==> config.mk <==
export PLATFORM = sky130hd
export DESIGN_NAME = nmea_rmc_position_extractor
export DESIGN_NICKNAME = d
export VERILOG_FILES = /design/src/design/rmc_pkg.sv /design/src/design/nmea_rmc_position_extractor.sv /design/src/design/rmc_parse.sv /design/src/design/rmc_conv.sv
export SDC_FILE = /design/constraint.sdc
export NUM_CORES = 2
export LEC_CHECK = 0
export BUFFER_PORTS_ARGS = -buffer_cell sky130_fd_sc_hd__buf_2
export CAP_MARGIN = 15
export CORE_MARGIN = 3
export CORE_UTILIZATION = 45
export CTS_CLUSTER_SIZE = 28
export DETAILED_ROUTE_END_ITERATION = 8
export GPL_TIMING_DRIVEN = 0
export PLACE_DENSITY = 0.7
export SLEW_MARGIN = 20
export SYNTH_ARGS = -nofsm -noshare
export SYNTH_HDL_FRONTEND = slang
export SYNTH_HIERARCHICAL = 1
export SYNTH_SLANG_ARGS = --single-unit
==> constraint.sdc <==
create_clock -name clock -period 7.5 [get_ports clock]
set_input_delay 2.25 -clock clock [delete_from_list [all_inputs] [get_ports clock]]
set_output_delay 2.25 -clock clock [all_outputs]
set_load 0.02 [all_outputs]
==> src/design/rmc_pkg.sv <==
package rmc_pkg;

   localparam int UDEG_W = 30;
   localparam int DEG_W = 10;
   localparam int MINS_W = 24;
   localparam int FRAC_W = 17;
   localparam int QUOT_W = 21;

   localparam logic [7:0] MAX_LINE = 8'd199;
   localparam logic [2:0] FRAC_DIGITS = 3'd5;

   localparam logic [7:0] CHAR_LF = 8'h0A;
   localparam logic [7:0] CHAR_COMMA = 8'h2C;
   localparam logic [7:0] CHAR_DOT = 8'h2E;
   localparam logic [7:0] CHAR_ZERO = 8'h30;
   localparam logic [7:0] CHAR_NINE = 8'h39;

   localparam logic [3:0] FIELD_FIRST = 4'd1;
   localparam logic [3:0] FIELD_LAT = 4'd4;
   localparam logic [3:0] FIELD_LON = 4'd6;
   localparam logic [3:0] FIELD_MAX = 4'd15;

   localparam logic [2:0] TAG_FULL = 3'd6;
   localparam logic [2:0] TAG_MISS = 3'd7;

   localparam logic [DEG_W-1:0] HI_SAT = 10'd999;
   localparam logic [UDEG_W-1:0] UDEG_MAX = 30'd1000666666;

   localparam logic [24:0] RECIP_SIX = 25'd22369622;

   typedef struct packed {
      logic [DEG_W-1:0] deg;
      logic [MINS_W-1:0] mins;
   } coord_type;

   typedef struct packed {
      coord_type lat;
      coord_type lon;
   } fix_type;

   function automatic logic [7:0] tag_char(input logic [2:0] idx);
      logic [7:0] c;
      case (idx)
         3'd0: c = 8'h24;
         3'd1: c = 8'h47;
         3'd2: c = 8'h50;
         3'd3: c = 8'h52;
         3'd4: c = 8'h4D;
         3'd5: c = 8'h43;
         default: c = 8'h00;
      endcase
      return c;
   endfunction

   function automatic logic [FRAC_W-1:0] frac_weight(input logic [2:0] pos);
      logic [FRAC_W-1:0] w;
      case (pos)
         3'd0: w = 17'd10000;
         3'd1: w = 17'd1000;
         3'd2: w = 17'd100;
         3'd3: w = 17'd10;
         3'd4: w = 17'd1;
         default: w = 17'd0;
      endcase
      return w;
   endfunction

   function automatic coord_type make_coord(input logic [DEG_W-1:0] hi,
                                            input logic [3:0] tens,
                                            input logic [3:0] units,
                                            input logic [FRAC_W-1:0] frac);
      coord_type r;
      logic [6:0] mm;
      mm = 7'({3'b000, tens} * 7'd10) + {3'b000, units};
      r.deg = hi;
      r.mins = MINS_W'({17'd0, mm} * 24'd100000) + MINS_W'(frac);
      return r;
   endfunction

endpackage

==> src/design/nmea_rmc_position_extractor.sv <==
// Channel   Direction  Handshake              Payload
// req       in         req_valid / req_ready  req_rx_byte
// rsp       out        rsp_valid / rsp_ready  rsp_latitude_udeg, rsp_longitude_udeg
//
// One byte is accepted per cycle while the parser is not stalled; each accepted byte is
// registered before it updates the parse state. A newline that ends a matching line
// yields a result through the input, snapshot, product and result registers.
// Synchronous reset clears the line state, the stored positions and all valid flags.
// A result waiting on rsp_ready stalls the stages behind it only once each is full.
module nmea_rmc_position_extractor (
   input  logic                        clock,
   input  logic                        reset,
   input  logic                        req_valid,
   output logic                        req_ready,
   input  logic [7:0]                  req_rx_byte,
   output logic                        rsp_valid,
   input  logic                        rsp_ready,
   output logic [rmc_pkg::UDEG_W-1:0]  rsp_latitude_udeg,
   output logic [rmc_pkg::UDEG_W-1:0]  rsp_longitude_udeg
);
   import rmc_pkg::*;

   logic rx_vld_ff;
   logic [7:0] rx_ff;
   logic rx_take;
   logic fix_valid;
   logic fix_ready;
   fix_type fix_data;

   assign req_ready = !rx_vld_ff || rx_take;

   always_ff @(posedge clock) begin
      if (reset) begin
         rx_vld_ff <= 1'b0;
      end else if (req_ready) begin
         rx_vld_ff <= req_valid;
      end
   end

   always_ff @(posedge clock) begin
      if (req_ready && req_valid) begin
         rx_ff <= req_rx_byte;
      end
   end

   rmc_parse u_parse (
      .clock     (clock),
      .reset     (reset),
      .rx_data   (rx_ff),
      .rx_valid  (rx_vld_ff),
      .rx_take   (rx_take),
      .fix_valid (fix_valid),
      .fix_ready (fix_ready),
      .fix_data  (fix_data)
   );

   rmc_conv u_conv (
      .clock     (clock),
      .reset     (reset),
      .fix_valid (fix_valid),
      .fix_ready (fix_ready),
      .fix_data  (fix_data),
      .out_valid (rsp_valid),
      .out_ready (rsp_ready),
      .out_lat   (rsp_latitude_udeg),
      .out_lon   (rsp_longitude_udeg)
   );

endmodule

==> src/design/rmc_parse.sv <==
module rmc_parse (
   input  logic              clock,
   input  logic              reset,
   input  logic [7:0]        rx_data,
   input  logic              rx_valid,
   output logic              rx_take,
   output logic              fix_valid,
   input  logic              fix_ready,
   output rmc_pkg::fix_type  fix_data
);
   import rmc_pkg::*;

   typedef enum logic [1:0] {PHASE_INT, PHASE_FRAC, PHASE_DONE} phase_type;

   logic [7:0] cnt_ff, cnt_in;
   logic [2:0] tag_ff, tag_in;
   logic tag_good_ff, tag_good_in;
   logic long_ff, long_in;
   logic [3:0] field_ff, field_in;
   logic [DEG_W-1:0] hi_ff, hi_in;
   logic [3:0] tens_ff, tens_in;
   logic [3:0] units_ff, units_in;
   logic [FRAC_W-1:0] frac_ff, frac_in;
   logic [2:0] fcnt_ff, fcnt_in;
   phase_type phase_ff, phase_in;
   coord_type lat_ff, lat_in;
   coord_type lon_ff, lon_in;
   logic snap_vld_ff;
   fix_type snap_ff, snap_in;

   logic stage_ready;
   logic emit;
   logic is_digit;
   logic [3:0] digit;
   logic [13:0] hi_shift;
   coord_type cur_coord;

   assign stage_ready = !snap_vld_ff || fix_ready;
   assign rx_take = rx_valid && stage_ready;
   assign fix_valid = snap_vld_ff;
   assign fix_data = snap_ff;

   assign is_digit = (rx_data >= CHAR_ZERO) && (rx_data <= CHAR_NINE);
   assign digit = rx_data[3:0];
   assign hi_shift = 14'({4'd0, hi_ff} * 14'd10) + {10'd0, tens_ff};
   assign cur_coord = make_coord(hi_ff, tens_ff, units_ff, frac_ff);

   always_comb begin
      cnt_in = cnt_ff;
      tag_in = tag_ff;
      tag_good_in = tag_good_ff;
      long_in = long_ff;
      field_in = field_ff;
      hi_in = hi_ff;
      tens_in = tens_ff;
      units_in = units_ff;
      frac_in = frac_ff;
      fcnt_in = fcnt_ff;
      phase_in = phase_ff;
      lat_in = lat_ff;
      lon_in = lon_ff;
      snap_in = snap_ff;
      emit = 1'b0;
      if (rx_take) begin
         if (rx_data == CHAR_LF) begin
            if (tag_good_ff && !long_ff) begin
               emit = 1'b1;
               if (field_ff == FIELD_LAT) begin
                  lat_in = cur_coord;
               end else if (field_ff == FIELD_LON) begin
                  lon_in = cur_coord;
               end
               snap_in.lat = lat_in;
               snap_in.lon = lon_in;
            end
            cnt_in = 8'd0;
            tag_in = 3'd0;
            tag_good_in = 1'b0;
            long_in = 1'b0;
            field_in = FIELD_FIRST;
            hi_in = '0;
            tens_in = 4'd0;
            units_in = 4'd0;
            frac_in = '0;
            fcnt_in = 3'd0;
            phase_in = PHASE_INT;
         end else if (!long_ff) begin
            if (cnt_ff >= MAX_LINE) begin
               long_in = 1'b1;
            end else begin
               cnt_in = cnt_ff + 8'd1;
               if (tag_ff < TAG_FULL) begin
                  if (rx_data == tag_char(tag_ff)) begin
                     tag_in = tag_ff + 3'd1;
                     if (tag_ff == TAG_FULL - 3'd1) begin
                        tag_good_in = 1'b1;
                     end
                  end else begin
                     tag_in = TAG_MISS;
                  end
               end
               if (rx_data == CHAR_COMMA) begin
                  if (tag_good_ff) begin
                     if (field_ff == FIELD_LAT) begin
                        lat_in = cur_coord;
                     end else if (field_ff == FIELD_LON) begin
                        lon_in = cur_coord;
                     end
                  end
                  if (field_ff != FIELD_MAX) begin
                     field_in = field_ff + 4'd1;
                  end
                  hi_in = '0;
                  tens_in = 4'd0;
                  units_in = 4'd0;
                  frac_in = '0;
                  fcnt_in = 3'd0;
                  phase_in = PHASE_INT;
               end else begin
                  case (phase_ff)
                     PHASE_INT: begin
                        if (is_digit) begin
                           if (hi_shift > {4'd0, HI_SAT}) begin
                              hi_in = HI_SAT;
                              tens_in = 4'd9;
                              units_in = 4'd9;
                           end else begin
                              hi_in = hi_shift[DEG_W-1:0];
                              tens_in = units_ff;
                              units_in = digit;
                           end
                        end else if (rx_data == CHAR_DOT) begin
                           phase_in = PHASE_FRAC;
                        end else begin
                           phase_in = PHASE_DONE;
                        end
                     end
                     PHASE_FRAC: begin
                        if (is_digit) begin
                           if (fcnt_ff < FRAC_DIGITS) begin
                              frac_in = frac_ff
                                 + FRAC_W'({13'd0, digit} * frac_weight(fcnt_ff));
                              fcnt_in = fcnt_ff + 3'd1;
                           end
                        end else begin
                           phase_in = PHASE_DONE;
                        end
                     end
                     default: begin
                     end
                  endcase
               end
            end
         end
      end
   end

   always_ff @(posedge clock) begin
      if (reset) begin
         cnt_ff <= 8'd0;
         tag_ff <= 3'd0;
         tag_good_ff <= 1'b0;
         long_ff <= 1'b0;
         field_ff <= FIELD_FIRST;
         hi_ff <= '0;
         tens_ff <= 4'd0;
         units_ff <= 4'd0;
         frac_ff <= '0;
         fcnt_ff <= 3'd0;
         phase_ff <= PHASE_INT;
         lat_ff <= '0;
         lon_ff <= '0;
         snap_vld_ff <= 1'b0;
      end else begin
         cnt_ff <= cnt_in;
         tag_ff <= tag_in;
         tag_good_ff <= tag_good_in;
         long_ff <= long_in;
         field_ff <= field_in;
         hi_ff <= hi_in;
         tens_ff <= tens_in;
         units_ff <= units_in;
         frac_ff <= frac_in;
         fcnt_ff <= fcnt_in;
         phase_ff <= phase_in;
         lat_ff <= lat_in;
         lon_ff <= lon_in;
         if (stage_ready) begin
            snap_vld_ff <= emit;
         end
      end
   end

   always_ff @(posedge clock) begin
      if (emit) begin
         snap_ff <= snap_in;
      end
   end

`ifndef SYNTHESIS
   a_tag_good: assert property (@(posedge clock) disable iff (reset)
      tag_good_ff |-> tag_ff == TAG_FULL)
      else $error("tag flagged good without a full match");
   a_count: assert property (@(posedge clock) disable iff (reset)
      cnt_ff <= MAX_LINE)
      else $error("character count passed the line limit");
   a_snap_hold: assert property (@(posedge clock) disable iff (reset)
      snap_vld_ff && !fix_ready |=> snap_vld_ff && $stable(snap_ff))
      else $error("stalled position snapshot was lost or changed");
`endif

endmodule

==> src/design/rmc_conv.sv <==
module rmc_conv (
   input  logic                         clock,
   input  logic                         reset,
   input  logic                         fix_valid,
   output logic                         fix_ready,
   input  rmc_pkg::fix_type             fix_data,
   output logic                         out_valid,
   input  logic                         out_ready,
   output logic [rmc_pkg::UDEG_W-1:0]   out_lat,
   output logic [rmc_pkg::UDEG_W-1:0]   out_lon
);
   import rmc_pkg::*;

   logic p_vld_ff;
   logic [QUOT_W-1:0] lat_q_ff, lon_q_ff;
   logic [UDEG_W-1:0] lat_dm_ff, lon_dm_ff;
   logic r_vld_ff;
   logic [UDEG_W-1:0] lat_ff, lon_ff;

   logic r_ready;
   logic p_ready;
   logic [48:0] lat_prod, lon_prod;
   logic [UDEG_W-1:0] lat_dm_in, lon_dm_in;

   assign r_ready = !r_vld_ff || out_ready;
   assign p_ready = !p_vld_ff || r_ready;
   assign fix_ready = p_ready;
   assign out_valid = r_vld_ff;
   assign out_lat = lat_ff;
   assign out_lon = lon_ff;

   // Minutes over sixty: the minutes are scaled by 1e5, so dividing by six
   // gives microdegrees; the reciprocal is exact for 24-bit minutes.
   assign lat_prod = {25'd0, fix_data.lat.mins} * {24'd0, RECIP_SIX};
   assign lon_prod = {25'd0, fix_data.lon.mins} * {24'd0, RECIP_SIX};
   assign lat_dm_in = {20'd0, fix_data.lat.deg} * 30'd1000000;
   assign lon_dm_in = {20'd0, fix_data.lon.deg} * 30'd1000000;

   always_ff @(posedge clock) begin
      if (reset) begin
         p_vld_ff <= 1'b0;
         r_vld_ff <= 1'b0;
      end else begin
         if (p_ready) begin
            p_vld_ff <= fix_valid;
         end
         if (r_ready) begin
            r_vld_ff <= p_vld_ff;
         end
      end
   end

   always_ff @(posedge clock) begin
      if (p_ready && fix_valid) begin
         lat_q_ff <= lat_prod[47:27];
         lon_q_ff <= lon_prod[47:27];
         lat_dm_ff <= lat_dm_in;
         lon_dm_ff <= lon_dm_in;
      end
      if (r_ready && p_vld_ff) begin
         lat_ff <= lat_dm_ff + {9'd0, lat_q_ff};
         lon_ff <= lon_dm_ff + {9'd0, lon_q_ff};
      end
   end

`ifndef SYNTHESIS
   a_lat_range: assert property (@(posedge clock) disable iff (reset)
      r_vld_ff |-> lat_ff <= UDEG_MAX)
      else $error("latitude out of range");
   a_lon_range: assert property (@(posedge clock) disable iff (reset)
      r_vld_ff |-> lon_ff <= UDEG_MAX)
      else $error("longitude out of range");
   a_prod_hold: assert property (@(posedge clock) disable iff (reset)
      p_vld_ff && !r_ready |=> p_vld_ff && $stable(lat_q_ff) && $stable(lon_q_ff))
      else $error("stalled product stage was lost or changed");
`endif

endmodule

# Word-level counts from Yosys, hierarchy flattened
# Index checks and enable logic that the tools add are counted.
# Widths: inputs -> output; s select.
[classes] n_lt_le_gt_ge=6 n_reduce_logical=38 n_mul=8 mux=98 n_eq_ne=22 add_sub_neg=10
[ops] cell="$mux 34" count=15
[ops] cell="$mux 17" count=15
[ops] cell="$mul 24x24->47 const B" count=2
[ops] cell="$mux 4" count=19
[ops] cell="$mux 10" count=7
[ops] cell="$pmux 14 s5" count=1
[ops] cell="$mux 8" count=8
[ops] cell="$add 30x21->30" count=2
[ops] cell="$mul 10x14->24 const B" count=2
[ops] cell="$pmux 7 s6" count=1
[ops] cell="$mux 3" count=12
[ops] cell="$add 24x17->24" count=1
[ops] cell="$reduce_and 6->1" count=4
[ops] cell="$mul 7x12->19 const B" count=1
[ops] cell="$add 17x17->17" count=1
[ops] cell="$mul 4x17->17" count=1
[ops] cell="$eq 8x6->1 const B" count=2
[ops] cell="$add 14x4->14" count=1
[ops] cell="$gt 14x10->1 const B" count=1
[ops] cell="$mux 2" count=7
[ops] cell="$mul 10x3->13 const B" count=1
[ops] cell="$eq 3x2->1 const B" count=4
[ops] cell="$mux 1" count=12
[ops] cell="$ne 4x4->1 const B" count=3
[ops] cell="29 further kinds" count=59
[word_totals] elab_cells=212 output_inout_bits=62 register_bits=355 in_bits=12

# Logic depth before layout (Yosys ltp)
[logic_depth] ltp_word=19 ltp_mapped=25 depth_no_buf=25

# Modules after synthesis
# Netlist, hierarchy kept.
[by_module_without_submodules] module="rmc_conv" cells_each=2864 area_per_inst_um2=30255.3 instances=1
[by_module_without_submodules] module="rmc_parse" cells_each=1406 area_per_inst_um2=12494.5 instances=1
[by_module_without_submodules] module="nmea_rmc_position_extractor" cells_each=13 area_per_inst_um2=295.3 instances=1

# Least setup slack after synthesis
# No wires, ideal clock.
[synth_path] path_kind="register to register" from="reg u_parse.snap_ff (netlist bit u_parse/fix_data[1])" to="reg u_conv.lon_q_ff[19], data pin" path_slack_ns=1.019 period_less_slack_ns=6.481 setup_ns=0.261 path_stages_with_launch=24 required_time_ns=7.239 arrival_ns=6.220 cell_sequence="edfxtp_1 ha_1 xor2_1 ha_1 inv_1 fa_1 inv_1 fa_1 fa_1 inv_1 fa_1 inv_1 fa_1 ha_1 nand3_1 nor2_1 a32oi_1 nand2_1 a31oi_4 o221ai_4 a2111oi_2 o31ai_1 and4b_1 a311o_1"
[synth_between] elab_chain_len=1
[synth_rtl] item="from (decl)" line="rmc_parse.sv:29" source="fix_type snap_ff, snap_in;"
[synth_rtl] item="from (signal assigned)" line="rmc_parse.sv:196" source="snap_ff <= snap_in;"
[synth_rtl] item="$mul 24x24->47" line="rmc_conv.sv:35" source="assign lon_prod = {25'd0, fix_data.lon.mins} * {24'd0, RECIP_SIX};"
[synth_rtl] item="named net u_conv.lon_prod[46]" line="rmc_conv.sv:22" source="logic [48:0] lat_prod, lon_prod;"
[synth_rtl] item="to (signal assigned)" line="rmc_conv.sv:56" source="lon_q_ff <= lon_prod[47:27];"
[synth_rtl] item="to (decl)" line="rmc_conv.sv:15" source="logic [QUOT_W-1:0] lat_q_ff, lon_q_ff;"
# The timed path passes the listed nets, and every way through them passes these cells.
# A chain may end at the register's enable or synchronous reset.

# Worst setup path after layout
[layout_path] from="reg u_parse.snap_ff (netlist bit u_parse/fix_data[47])" to="reg u_conv.lat_q_ff[19], data pin"
[layout_between] elab_chain_len=1
[layout_rtl] item="$mul 24x24->47" line="rmc_conv.sv:34" source="assign lat_prod = {25'd0, fix_data.lat.mins} * {24'd0, RECIP_SIX};"
[layout_rtl] item="named net u_conv.lat_prod[46]" line="rmc_conv.sv:22"
[layout_rtl] item="to (signal assigned)" line="rmc_conv.sv:55" source="lat_q_ff <= lat_prod[47:27];"
[layout_rtl] item="to (decl)" line="rmc_conv.sv:15"
# The timed path passes the listed nets, and every way through them passes these cells.

==> impl_metrics.ini <==
[outcome]
run_status = finished clean

[power_and_ir_drop]
p_comb_frac = 0.038
power_density_nw_per_um2 = 92.08
ir_drop_mv = 0.1575
leakage_nw = 23.82
switching_share = 0.2258
share_seq_of_total_power = 0.482
intPower_mw = 3.323
clockPowerShare = 0.479
p_total_mw = 4.292
power.switching_uw = 969.1

[critical_path]
crit_path_start_kind = flip-flop
r2r_start = u_parse/fix_data[47]
cp_data_arrival_time_ns = 7.57
required_ns = 7.83
crit_type = reg2reg
critPathLaunch = u_parse/fix_data[47]
cp_max_fo = 7
crit_path_end_kind = flip-flop

[route]
drtAntennaViolNets = 0
drc = 0
route.vias.total = 29660
dr.pass1.iters = 5
drt_wl_total_um = 95890
via_per_inst = 5.200
first_iter_violations = 1911
wl_per_cell_um = 16.81

[final_layout]
final_area_sq_um = 46610
nets = 5767
postLayoutCoreUtil = 0.4957
area_growth_pct = 8.290
drive_above_1_share = 0.04922
antenna_cells = 0

[logic_synthesis]
yosysWarnings = 6
synth_nets = 5634
synth-async-reset-ratio = 0
synth_top_area_frac = 0.2456
ys_seq_area_frac = 0.2177
yosys-top-cells-count = inv_1, ha_1, fa_1
synth.area.top_cells = fa_1, ha_1, edfxtp_1
synth_edf_count = 226
yosysMostFrequentCell = inv_1
ys.flop_type = edfxtp_1
ys_ff_latch = 355
synth_top_cell_by_area = fa_1
synth.avg_cell_area_sq_um = 10.05
synthCells = 4283
yosys.cell_types.count = 91
synth_area_sq_um = 43050

[timing]
setup_ws_ns = 0.2565
fin_crit_sh = 0.9658
max_freq_mhz = 138.1
finalHoldViolCount = 0
worst_pin_slew_ns = 0.9032
period_needed_ns = 7.244
skew_ns = 0.01662
slew_headroom = 0.3942
report.final.slew_viol_count = 0
setup_violations = 0
setup-tns-final_ns = 0

[clock_network]
cts_max_level = 2
cts_made_buffers = 43
cts_tree = built
path_clk_slew_ns = 0.06
cts_root_buf = clkbuf_16
cts_buffer_depth = 3
clkSinkCount = 355
clock_latency_ns = 0.59

[place]
gp_congestion = 0.9296
detailed_place_hpwl_um = 80370
portBuffers = 73
pre_cts_slack_ns = -0.1547
place_area_sq_um = 45090

[run]
drv_cap = 0

[grt]
grt_pass1_wl_um = 156700
antenna_found_initial = 0
grt_max_degree = 59
grt_pass1_vias = 30310
grt_usage = 0.1976
grt_overflow_total = 0

[worst_hold_path]
hold_path_startpoint = u_conv/lon_q_ff[5]
min_path_type = reg2reg

[floorplan]
start_util = 0.4578
fp.coreArea_sq_um = 94030
fp.dieArea_sq_um = 99400
die_h_um = 315.3
ios = 74
dieWidth_um = 315.3
rows = 112
==> cell families after synthesis <==
kind of cell | count (synthesis) | synth area share
adder cells (fa/ha/maj) | 1339 | 0.4813
AO/OA/AOI/OAI | 564 | 0.08360
buffers and inverters | 1063 | 0.09333
AND/OR/NAND/NOR | 759 | 0.08235
XOR/XNOR | 196 | 0.04005
multiplexers | 7 | 0.001715
flip-flops | 355 | 0.2177
==> power groups by stage <==
stage	clock network, mW	logic (mW)	registers, mW
floorplan	0	0.119	2.11
global placement	0	0.158	2.11
detailed placement	0	0.161	2.11
CTS	2.12	0.163	2.07
global route	2.19	0.185	2.07
finish	2.06	0.164	2.07
==> registers in the layout, indices dropped and copies added (netlist names), 4 cells and up <==
signal and count:
u_parse/fix_data 68, u_parse/lat_ff 34, u_parse/lon_ff 34, u_conv/out_lat 30, u_conv/out_lon 30, u_conv/lat_dm_ff 24, u_conv/lon_dm_ff 24, u_conv/lat_q_ff 21
u_conv/lon_q_ff 21, u_parse/frac_ff 17, u_parse/hi_ff 10, rx_ff 8, u_parse/cnt_ff 8, u_parse/field_ff 4, u_parse/tens_ff 4, u_parse/units_ff 4
==> through the flow <==
stage	hold WS, ns	std cells
5_1_grt	0.4301	5703
2_1_floorplan	0.4003	4283
3_3_place_gp	0.4026	5610
6_report	0.4185	5703
4_1_cts	0.4193	5693
3_5_place_dp	0.4045	5614
==> what timing repair did <==
| item | CTS | global route |
|---|---|---|
| buffers inserted | 1 | 10 |
| endpoints found under the setup margin | 2 | 16 |
| gates resized for setup | 2 | 9 |
| pin swaps | 0 | 0 |
| hold buffers | 0 | 0 |
| hold endpoints to repair | 0 | 0 |
==> path summary, 6_finish.rpt <==
path,slack (ns),end,cells past startpoint
hold reg to reg,0.42,u_conv/out_lon[5],0
hold / removal,0.42,u_conv/out_lon[5],0
setup / recovery,0.26,u_conv/lat_q_ff[19],22
setup reg to reg,0.26,u_conv/lat_q_ff[19],22
==> layer usage <==
| layer | share of wire | routed length [um] | up-vias | global-route usage |
|---|---|---|---|---|
| li1 | - | - | 14230 | - |
| met1 | 0.44 | 42590 | 14520 | 0.2693 |
| met2 | 0.48 | 45620 | 769 | 0.3319 |
| met3 | 0.054 | 5159 | 133 | 0.02458 |
| met4 | 0.026 | 2515 | 0 | 0.05444 |
| met5 | 0 | 0 | - | 0 |
==> layout make-up <==
type	count	area [sq um]
Fill cell	8451	47420
Multi-Input combinational cell	2865	29740
Sequential cell	355	9369
Inverter	1001	3760
Tap cell	1254	1569
Clock buffer	50	1145
Timing Repair Buffer	88	543.0
Buffer	62	260.3
Clock inverter	28	231.5
==> worst max-delay path, stage by stage, from the launching register on <==
cell,delay (ns)
edfxtp_1,0.63
ha_1,0.40
inv_1,0.14
fa_1,0.51
fa_1,0.55
inv_1,0.05
fa_1,0.46
fa_1,0.48
inv_1,0.06
fa_1,0.55
inv_1,0.06
fa_1,0.49
ha_1,0.37
a21oi_1,0.19
o21ai_0,0.11
a221oi_1,0.39
a31oi_2,0.25
o21ai_4,0.31
a31oi_2,0.21
a41oi_1,0.35
nand2b_1,0.12
a21oi_1,0.19
xnor2_1,0.09
==> placed cells by master, fill, tap and decap left out, types with 11 or more instances in the layout <==
cell type / netlist / final
a211oi_1: 36 / 36
a21o_1: 47 / 47
a21oi_1: 199 / 199
a31oi_1: 19 / 17
and2_1: 16 / 15
and3_1: 15 / 15
buf_2: 7 / 80
buf_4: 5 / 16
clkbuf_1: 49 / 54
clkbuf_16: 0 / 45
dfxtp_1: 129 / 129
edfxtp_1: 226 / 226
fa_1: 528 / 528
ha_1: 811 / 811
inv_1: 999 / 998
nand2_1: 318 / 318
nand2b_1: 23 / 23
nand3_1: 61 / 61
nand4_1: 25 / 25
nor2_1: 150 / 150
nor2b_1: 26 / 25
nor3_1: 60 / 60
o21a_1: 28 / 28
o21ai_0: 113 / 112
o21bai_1: 14 / 14
or3_1: 11 / 11
xnor2_1: 139 / 138
xor2_1: 56 / 55
Power figures use the tool's default switching activity.
